$ cat src/sv/alte_pkg.sv
// Package for the array list engine: request codes, status codes, beat types.
// Depends on nothing.
package alte_pkg;
    localparam logic [2:0] REQ_INSERT = 3'd0;
    localparam logic [2:0] REQ_DELETE = 3'd1;
    localparam logic [2:0] REQ_LOCATE = 3'd2;
    localparam logic [2:0] REQ_RETRIEVE = 3'd3;
    localparam logic [2:0] REQ_SORTED = 3'd4;
    localparam logic [2:0] REQ_CLEAR = 3'd5;

    localparam logic [1:0] ST_OK = 2'd0;
    localparam logic [1:0] ST_FULL = 2'd1;
    localparam logic [1:0] ST_BAD = 2'd2;
    localparam logic [1:0] ST_MISS = 2'd3;

    typedef struct packed {
        logic [2:0]         req_type;
        logic [4:0]         position;
        logic signed [31:0] value;
    } t_req;

    typedef struct packed {
        logic [1:0]         status;
        logic [4:0]         found_position;
        logic signed [31:0] read_value;
        logic [4:0]         entry_count;
    } t_rsp;
endpackage

$ cat src/sv/alte_front.sv
// Front part: accepts request beats into a two-entry queue.
// Depends on alte_pkg.
module alte_front import alte_pkg::*; (
    input  logic i_clk,
    input  logic i_rst_n,
    input  logic i_valid,
    output logic o_stall,
    input  t_req i_req,
    output logic o_valid,
    input  logic i_take,
    output t_req o_req
);
    t_req       r_q [2];
    logic       r_rd;
    logic       r_wr;
    logic [1:0] r_cnt;

    assign o_stall = (r_cnt == 2'd2);
    assign o_valid = (r_cnt != 2'd0);
    assign o_req   = r_q[r_rd];

    always_ff @(posedge i_clk) begin
        if (i_valid && !o_stall) begin
            r_q[r_wr] <= i_req;
        end
        if (!i_rst_n) begin
            r_rd  <= 1'b0;
            r_wr  <= 1'b0;
            r_cnt <= 2'd0;
        end else begin
            if (i_valid && !o_stall) begin
                r_wr <= !r_wr;
            end
            if (i_take && o_valid) begin
                r_rd <= !r_rd;
            end
            r_cnt <= r_cnt + 2'(i_valid && !o_stall) - 2'(i_take && o_valid);
        end
    end
endmodule

$ cat src/sv/alte_back.sv
// Back part: register-cell list that executes one request per pass.
// Depends on alte_pkg.
module alte_back import alte_pkg::*; #(
    parameter int CAPACITY = 16
) (
    input  logic i_clk,
    input  logic i_rst_n,
    input  logic i_valid,
    output logic o_take,
    input  t_req i_req,
    output logic o_valid,
    input  logic i_stall,
    output t_rsp o_rsp
);
    localparam int IW = $clog2(CAPACITY);
    localparam int CW = $clog2(CAPACITY + 1);

    logic [31:0]   r_cell [CAPACITY];
    logic [CW-1:0] r_count;
    logic          r_busy;
    t_req          r_req;
    logic [CAPACITY-1:0] r_lt;
    logic [CAPACITY-1:0] r_eq;
    logic          r_ovalid;
    t_rsp          r_rsp;

    logic [CAPACITY-1:0] lt_v;
    logic [CAPACITY-1:0] eq_v;
    logic [CW-1:0] ins_idx;
    logic [CW-1:0] loc_idx;
    logic          loc_hit;
    logic [CW-1:0] pos_w;
    logic          do_ins;
    logic          do_del;
    logic [CW-1:0] tgt;
    t_rsp          n_rsp;
    logic [CW-1:0] n_count;

    assign o_take  = !r_busy && (!r_ovalid || !i_stall);
    assign o_valid = r_ovalid;
    assign o_rsp   = r_rsp;

    // Compare stage: every cell against the value at once.
    always_comb begin
        for (int k = 0; k < CAPACITY; k++) begin
            lt_v[k] = (CW'(k) < r_count) && ($signed(r_cell[k]) < i_req.value);
            eq_v[k] = (CW'(k) < r_count) && (r_cell[k] == i_req.value);
        end
    end

    // Execute stage: priority searches over the registered compare bits, then the request decode that forms the result.
    always_comb begin
        ins_idx = r_count;
        loc_idx = '0;
        loc_hit = 1'b0;
        for (int k = CAPACITY - 1; k >= 0; k--) begin
            if ((CW'(k) < r_count) && !r_lt[k]) begin
                ins_idx = CW'(k);
            end
            if (r_eq[k]) begin
                loc_idx = CW'(k);
                loc_hit = 1'b1;
            end
        end
        pos_w   = CW'(r_req.position);
        do_ins  = 1'b0;
        do_del  = 1'b0;
        tgt     = '0;
        n_count = r_count;
        n_rsp   = '0;
        case (r_req.req_type)
            REQ_INSERT: begin
                if (r_count >= CW'(CAPACITY)) begin
                    n_rsp.status = ST_FULL;
                end else if (r_req.position == 5'd0 || {1'b0, pos_w} > r_count + 1'b1
                             || 32'(r_req.position) > CAPACITY) begin
                    n_rsp.status = ST_BAD;
                end else begin
                    do_ins  = 1'b1;
                    tgt     = pos_w - 1'b1;
                    n_count = r_count + 1'b1;
                    n_rsp.found_position = r_req.position;
                end
            end
            REQ_DELETE: begin
                if (r_req.position == 5'd0 || 32'(r_req.position) > 32'(r_count)) begin
                    n_rsp.status = ST_BAD;
                end else begin
                    do_del  = 1'b1;
                    tgt     = pos_w - 1'b1;
                    n_count = r_count - 1'b1;
                    n_rsp.found_position = r_req.position;
                end
            end
            REQ_LOCATE: begin
                if (loc_hit) begin
                    n_rsp.found_position = 5'(loc_idx + 1'b1);
                end else begin
                    n_rsp.status = ST_MISS;
                end
            end
            REQ_RETRIEVE: begin
                if (r_req.position == 5'd0 || 32'(r_req.position) > 32'(r_count)) begin
                    n_rsp.status = ST_BAD;
                end else begin
                    n_rsp.read_value     = r_cell[IW'(pos_w - 1'b1)];
                    n_rsp.found_position = r_req.position;
                end
            end
            REQ_SORTED: begin
                if (r_count >= CW'(CAPACITY)) begin
                    n_rsp.status = ST_FULL;
                end else begin
                    do_ins  = 1'b1;
                    tgt     = ins_idx;
                    n_count = r_count + 1'b1;
                    n_rsp.found_position = 5'(ins_idx + 1'b1);
                end
            end
            REQ_CLEAR: n_count = '0;
            default: ;
        endcase
        n_rsp.entry_count = 5'(n_count);
    end

    always_ff @(posedge i_clk) begin
        if (i_valid && o_take) begin
            r_req <= i_req;
            r_lt  <= lt_v;
            r_eq  <= eq_v;
        end
        if (r_busy) begin
            r_rsp <= n_rsp;
            for (int k = 0; k < CAPACITY; k++) begin
                if (do_ins) begin
                    if (CW'(k) == tgt) begin
                        r_cell[k] <= r_req.value;
                    end else if (CW'(k) > tgt && k > 0) begin
                        r_cell[k] <= r_cell[(k > 0) ? k - 1 : 0];
                    end
                end else if (do_del && CW'(k) >= tgt && k < CAPACITY - 1) begin
                    r_cell[k] <= r_cell[(k < CAPACITY - 1) ? k + 1 : k];
                end
            end
        end
        if (!i_rst_n) begin
            r_count  <= '0;
            r_busy   <= 1'b0;
            r_ovalid <= 1'b0;
        end else begin
            if (r_busy) begin
                r_count  <= n_count;
                r_ovalid <= 1'b1;
            end else if (!i_stall) begin
                r_ovalid <= 1'b0;
            end
            r_busy <= i_valid && o_take;
        end
    end
endmodule

$ cat src/sv/array_list_table_engine_core.sv
// Top level of the array list engine: request queue plus list executor.
// Depends on alte_pkg, alte_front and alte_back.
//
//   channel  direction  handshake                      payload
//   request  in         i_req_valid / o_req_stall      i_req (t_req)
//   result   out        o_rsp_valid / i_rsp_stall      o_rsp (t_rsp)
//
// In the list executor a request is compared with every cell and the compare bits
// are registered; then the cells shift and the result forms, before the next request is taken.
// One result beat per request, in request order.
// Reset is synchronous and clears the count, the queue and all valid flags.
// A stalled result holds the executor; the queue keeps accepting two beats.
module array_list_table_engine_core import alte_pkg::*; #(
    parameter int CAPACITY = 16
) (
    input  logic i_clk,
    input  logic i_rst_n,
    input  logic i_req_valid,
    output logic o_req_stall,
    input  t_req i_req,
    output logic o_rsp_valid,
    input  logic i_rsp_stall,
    output t_rsp o_rsp
);
    logic q_valid;
    logic q_take;
    t_req q_req;

    // The queue decouples acceptance from execution.
    alte_front u_front (
        .i_clk   (i_clk),
        .i_rst_n (i_rst_n),
        .i_valid (i_req_valid),
        .o_stall (o_req_stall),
        .i_req   (i_req),
        .o_valid (q_valid),
        .i_take  (q_take),
        .o_req   (q_req)
    );

    // The executor holds the register-cell list and the entry count.
    alte_back #(.CAPACITY(CAPACITY)) u_back (
        .i_clk   (i_clk),
        .i_rst_n (i_rst_n),
        .i_valid (q_valid),
        .o_take  (q_take),
        .i_req   (q_req),
        .o_valid (o_rsp_valid),
        .i_stall (i_rsp_stall),
        .o_rsp   (o_rsp)
    );
endmodule

$ cat config.mk
export PLATFORM = sky130hd
export DESIGN_NAME = array_list_table_engine_core
export DESIGN_NICKNAME = d
export VERILOG_FILES = /design/src/sv/alte_pkg.sv /design/src/sv/alte_front.sv /design/src/sv/alte_back.sv /design/src/sv/array_list_table_engine_core.sv
export SDC_FILE = /design/constraint.sdc
export NUM_CORES = 2
export LEC_CHECK = 0
export BUFFER_PORTS_ARGS = -buffer_cell sky130_fd_sc_hd__buf_2
export CAP_MARGIN = 20
export CORE_MARGIN = 2
export CORE_UTILIZATION = 40
export CTS_CLUSTER_DIAMETER = 150
export DETAILED_ROUTE_END_ITERATION = 8
export PLACE_DENSITY = 0.56
export SYNTH_ARGS = -nofsm -noshare
export SYNTH_HDL_FRONTEND = slang
export SYNTH_SLANG_ARGS = --single-unit
$ cat constraint.sdc
create_clock -name i_clk -period 9.3 [get_ports i_clk]
set_input_delay 1.395 -clock i_clk [delete_from_list [all_inputs] [get_ports i_clk]]
set_output_delay 1.395 -clock i_clk [all_outputs]
set_load 0.02 [all_outputs]
# [After elaboration in Yosys (flattened, before gate mapping)]
# Memory sizes are Yosys's and may differ from the RTL's. A register that Yosys moved wholly into a read port is not among the register bits.
# Cells that the tools add are included.
# W data, S select, Z words.
[word_totals] register_bits=127 latchBits=0 ramBits=592 rom_bits=0 in_bits=44 out_inout_bits=46 word_cells=568 mem_count=2
[classes] addsub=8 n_mul=0 div_mod_pow=0 magnitude_cmp=66 eq_ne=38 shifts=0 n_mux=311 n_bitwise=31 reduce_logical=97
[mem_list] memory="u_back.r_cell" depth=16 word_bits=32 read_ports=17 rd_ports_with_merged_regs=0 wr=16 line="alte_back.sv:18" text="logic [31:0] r_cell [CAPACITY];"
[mem_list] memory="u_front.r_q" depth=2 word_bits=40 read_ports=1 rd_ports_with_merged_regs=1 wr=1 line="alte_front.sv:13" text="t_req r_q [2];"
[ops] op="$mux W32" n=30
[ops] op="$eq A32 B32 Y1" n=16
[ops] op="$lt A32 B32 Y1" n=16
[ops] op="$mux W1" n=227
[ops] op="$mux W5" n=29
[ops] op="$logic_and A1 B1 Y1" n=66
[ops] op="$mux W4" n=16
[ops] op="$eq A4 B5 Y1 const A" n=8
[ops] op="$gt A4 B5 Y1 const A" n=8
[ops] op="$lt A4 B5 Y1 const A" n=8
[ops] op="$mux W37" n=1
[ops] op="$ge A4 B5 Y1 const A" n=7
[ops] op="$pmux W7 S5" n=1
[ops] op="$or A1 B1 Y1" n=30
[ops] op="$logic_not A1 Y1" n=22
[ops] op="$eq A3 B5 Y1 const A" n=4
[ops] op="$ge A3 B5 Y1 const A" n=4
[ops] op="$gt A3 B5 Y1 const A" n=4
[ops] op="$lt A3 B5 Y1 const A" n=4
[ops] op="$pmux W5 S4" n=1
[ops] op="$pmux W5 S3" n=1
[ops] op="$add A5 B1 Y5 const B" n=2
[ops] op="$eq A2 B5 Y1 const A" n=2
[ops] op="$ge A1 B5 Y1 const A" n=2
[ops] op="other kinds (28)" n=42

# [Depth between registers and ports, before layout]
[logic_depth] depth_word=28 ltp_mapped=20 ltp_nobuf=14

# [Modules after synthesis]
# Synthesis repeated with hierarchy kept, for this count alone.
[hier_totals] hier_cells=4414 area_unflattened_um2=50688.6
[modules_own_cells] mod="alte_back" instances=1 cells_each=4264 area_each_um2=47556.9 seq_area_each_um2=18998.2
[modules_own_cells] mod="alte_front" instances=1 cells_each=150 area_each_um2=3131.8 seq_area_each_um2=2502.4

# [Worst setup path before layout]
# OpenSTA, ideal clock, no wires.
[synth_timing] path_kind="register -> register" start="register u_back.r_req, in the netlist u_back.pos_w[0]" end="memory u_back.r_cell[0][0], enable pin" setup_ps=502 arrival_time_ps=6298 t_required_ps=8798 slack_ps=2501 path_stages_with_launch=15 n_path_buf=5 period_less_slack_ps=6799 cell_sequence="edfxtp_1 clkbuf_1 clkbuf_1 clkbuf_1 inv_1 ha_1 nor2b_1 o31ai_1 a21oi_1 or3_1 clkbuf_1 a21oi_1 or2_2 buf_4 nor4_1"
[synth_rtl] item="start: declaration" line="alte_back.sv:21" text="t_req r_req;"
[synth_rtl] item="start signal: assignment" line="alte_back.sv:128" text="r_req <= i_req;"
[synth_rtl] item="end: declaration" line="alte_back.sv:18"

==> key figures <==
Critical path
  – Max stage delay on crit path: approximately 1 ns
  – Cell Chain, Critical Path: inv_2 > ha_1 > nand4_1 > o22ai_1 > a21oi_1 > nor3_1 > nand3_1 > nor3_2 > buf_4 > and2_2 > buf_4 > nand2b_2 > buf_4
  – Reg2reg path depth: 13
  – R2R Setup Slk: between 2 and 3 ns
  – WP data arrival: around 6.9 ns
  – Critical R2R Launch: u_back.r_count[4]
  – FF-to-FF End: u_back.r_cell[2][5]
  – Critical Path Start Type: flop
  – Slowest cell on crit path: dfxtp_1
  – CP Capture Type: flop
  – CP Max Fanout: 66
  – Critical path required time: between 9 and 10 ns
  – Setup CP Type: flop to flop
  – Worst path most repeated cell: buf_4

Route
  – Detailed-route via count: 39,406
  – DRT iter0 DRCs: approximately 5,000
  – First-pass DRT Iterations: 6
  – Total Routed Length: a little under 200,000 µm
  – Avg WL per Cell: roughly 31 µm
  – DR vias/cell: approximately 6.4
  – Residual DRC: 0
  – Antenna viol nets, final: 0

Global route
  – Remaining global-route overflow: 0
  – Vias in the first global route: between 30,000 and 40,000
  – Largest net degree at the start of global routing: a little under 100
  – Antenna violations before repair: 20
  – First-pass GRT wire length: 275,000 µm
  – GRT Util Overall: just under 30%

Synthesis
  – Largest family of logic cells by synthesized area: multiplexers
  – Adder-cell share of the synthesized area: 13.2%
  – Synth Area in Simple Gates: 10.7%
  – Gate Count Post-Synth: 4,447
  – Mux cell area share after synthesis: 17.6%
  – Post-synth top area share: roughly 42%
  – Post-Syn Area per Cell: roughly 11 µm²
  – Post-synthesis sequential area ratio: a little over two fifths
  – Synth warn: 0
  – Area contributors post-synth: edfxtp_1 42%, ha_1 13%, mux4_2 7.2%
  – Ys flop type: edfxtp_1
  – Mapped Nets: ~5,000
  – XOR/XNOR Fraction of Synth Area: less than 1%
  – Post-synth top area cell: edfxtp_1
  – Cell Area, Synth: approximately 0.05 mm²
  – Register bit total from synthesis: just over 700
  – Compound-Gate Fraction of Synth Area: between 10% and 20%
  – Synth unique cells: 94
  – Count leader, synth: edfxtp_1
  – Post-synth EDFFs: 708
  – Synth top cells by count: 708 x edfxtp_1, 531 x ha_1, 438 x nand2_1
  – Asr flop ratio synth: 0%

Timing
  – Sum Neg Setup Slack: 0 ns
  – Fin Hold WS: approximately 0.51 ns
  – Min Tclk post-route: around 6.6 ns
  – Final hold vios: 0
  – Final period utilization: between 70% and 80%
  – Endpoints failing setup: 0
  – Slew headroom: ~22%
  – Slew Limit Fails: 0
  – Tightest Pin Transition: 1.16 ns
  – RSZ-0062 raised after global routing: no
  – Final Skew: between 0.03 and 0.04 ns
  – Fmax: about 150 MHz

Floorplan
  – Starting density of the core: between 40% and 50%
  – Core region area: 0.125 mm²
  – Die W: between 300 and 400 µm
  – Die area: 0.128 mm²
  – Num ports: 90
  – Die height: approximately 360 µm
  – Row Count: 130

Clock tree
  – H-tree depth: 3
  – PostCTS Resize Cnt: 0
  – CTS tree: yes
  – Clock latency on the worst-skew pair: 0.72 ns
  – Setup bufs post-CTS: 0
  – Post-CTS Hold Buffers: 0
  – CTS root buf: clkbuf_16
  – Worst-path clk slew: around 0.06 ns
  – Num CTS Buffers: 88
  – Sink Count: slightly above 700
  – CTS Buffer Depth: 3

Placement
  – Detailed placement HPWL: around 140,000 µm
  – RePlAce Congestion: about 0.97
  – IO Port Bufs: 89

Power
  – Pwr/cell area: between 300 and 400 mW/mm²
  – Sequential power share: 31.6%
  – Combinational power share: approximately 47%
  – Clock power share: 21.3%
  – Sw Share: approximately two fifths
  – Internal power: 0.00985 W
  – Leakage: 21.8 nW
  – Sw Pwr: ~0.0071 W
  – Peak supply drop: roughly 180 µV

Hold path
  – Hold Startpoint: u_front.r_rd
  – Hold WC Path Type: flop to flop
  – Worst hold path cell count: 2

Status
  – Status: finished clean

Finish
  – # nets final: 5,044
  – Layout cells sized above 1: 15.1%
  – Final core occ: 44.6%
  – Area grow syn2layout: 11.1%
  – Number of fill cells in the layout: 11,608

Job
  – Max-cap violations: 0
==> sequential cells by signal, indices dropped and copies added, names as in the netlist, 5 cells and up, named ones only <==
signal / count
u_back.o_rsp: 44
u_back.r_eq: 16
u_back.r_req: 35
u_front.r_q: 80
u_back.r_lt: 16
u_back.r_cell: 512
u_back.pos_w: 5
u_back.r_count: 5
==> power groups by stage <==
stage               combinational, W  sequential (W)  clock [W]
global placement             0.00768         0.00536          0
CTS                          0.00784         0.00530    0.00364
global route                 0.00857         0.00539    0.00376
floorplan                    0.00517         0.00495          0
finish                       0.00796         0.00534    0.00361
detailed placement           0.00779         0.00537          0
==> metrics by stage <==
step                setup slack (ns)  std cells  total power (W)  area [µm²]
CTS                             2.87       6190           0.0168       55800
detailed placement              2.88       6028           0.0132       52800
global route                    2.45       6191           0.0177       55800
global placement                3.01       6028           0.0130       52800
finish                          2.71       6192           0.0169       55800
floorplan                       2.50       4447           0.0101       50200
==> worst max-delay path: cells and delay by family, from the launching register on <==
kind	cells	cell delay, ns
AND/OR/NAND/NOR	6	2.45
buffers and inverters	4	1.98
flip-flops	1	1.01
adder cells (fa/ha/maj)	1	0.40
AO/OA/AOI/OAI	2	0.25
==> logic make-up after synthesis <==
family | after synthesis
XOR/XNOR | 13
AO/OA/AOI/OAI | 1035
AND/OR/NAND/NOR | 1148
multiplexers | 661
buffers and inverters | 339
flip-flops | 720
adder cells (fa/ha/maj) | 531
==> cell type report <==
type / instances / area (µm²) / share of cell area [%]
clock inverters: 47 / 478 / 0.856
clock buffers: 115 / 2450 / 4.39
well taps: 1650 / 2060 / 3.70
inverters: 78 / 293 / 0.525
repair buffers: 193 / 1270 / 2.28
multi-input cells: 3388 / 27700 / 49.7
diodes: 1 / 2.50 / 0.00448
flip-flops and latches: 720 / 21500 / 38.5
==> per-layer routing <==
metal	up-vias	routed length (µm)	global-route usage, %
met3	419	19300	7.86
met1	19704	77900	39.3
met5	-	117	0
li1	17242	-	-
met2	2025	87800	47.0
met4	16	7730	10.7
==> worst max path at each step <==
stage,from,to,cells past startpoint
after global routing,u_back.r_count[1],u_back.r_cell[4][12],17
after CTS,u_back.r_count[1],u_back.r_cell[4][11],17
after detailed placement,u_back.r_count[4],u_back.r_cell[2][4],13
after floorplan,u_back.pos_w[0],u_back.r_cell[0][0],14
final,u_back.r_count[4],u_back.r_cell[2][5],13
after global placement,u_back.r_count[1],u_back.r_cell[8][8],16
==> placed cells by master (no fill, tap or decap), types with 11 or more instances in the layout <==
master,instances
a21oi_1,312
edfxtp_1,708
nand2b_1,23
nand2_1,432
a31oi_1,44
nor2_1,220
mux2_2,83
ha_1,530
mux2i_2,31
nor4_1,16
o21ai_1,124
mux4_2,160
buf_2,89
o211ai_1,42
nor2b_1,84
clkinv_2,11
mux2_1,90
clkbuf_1,18
nand3_1,118
nand4_1,109
clkbuf_16,93
a21o_1,130
o21ai_0,220
o21a_1,39
nor3_1,45
inv_1,73
mux2i_1,297
buf_4,101
clkinv_1,21
(Power assumes the default switching activity.)
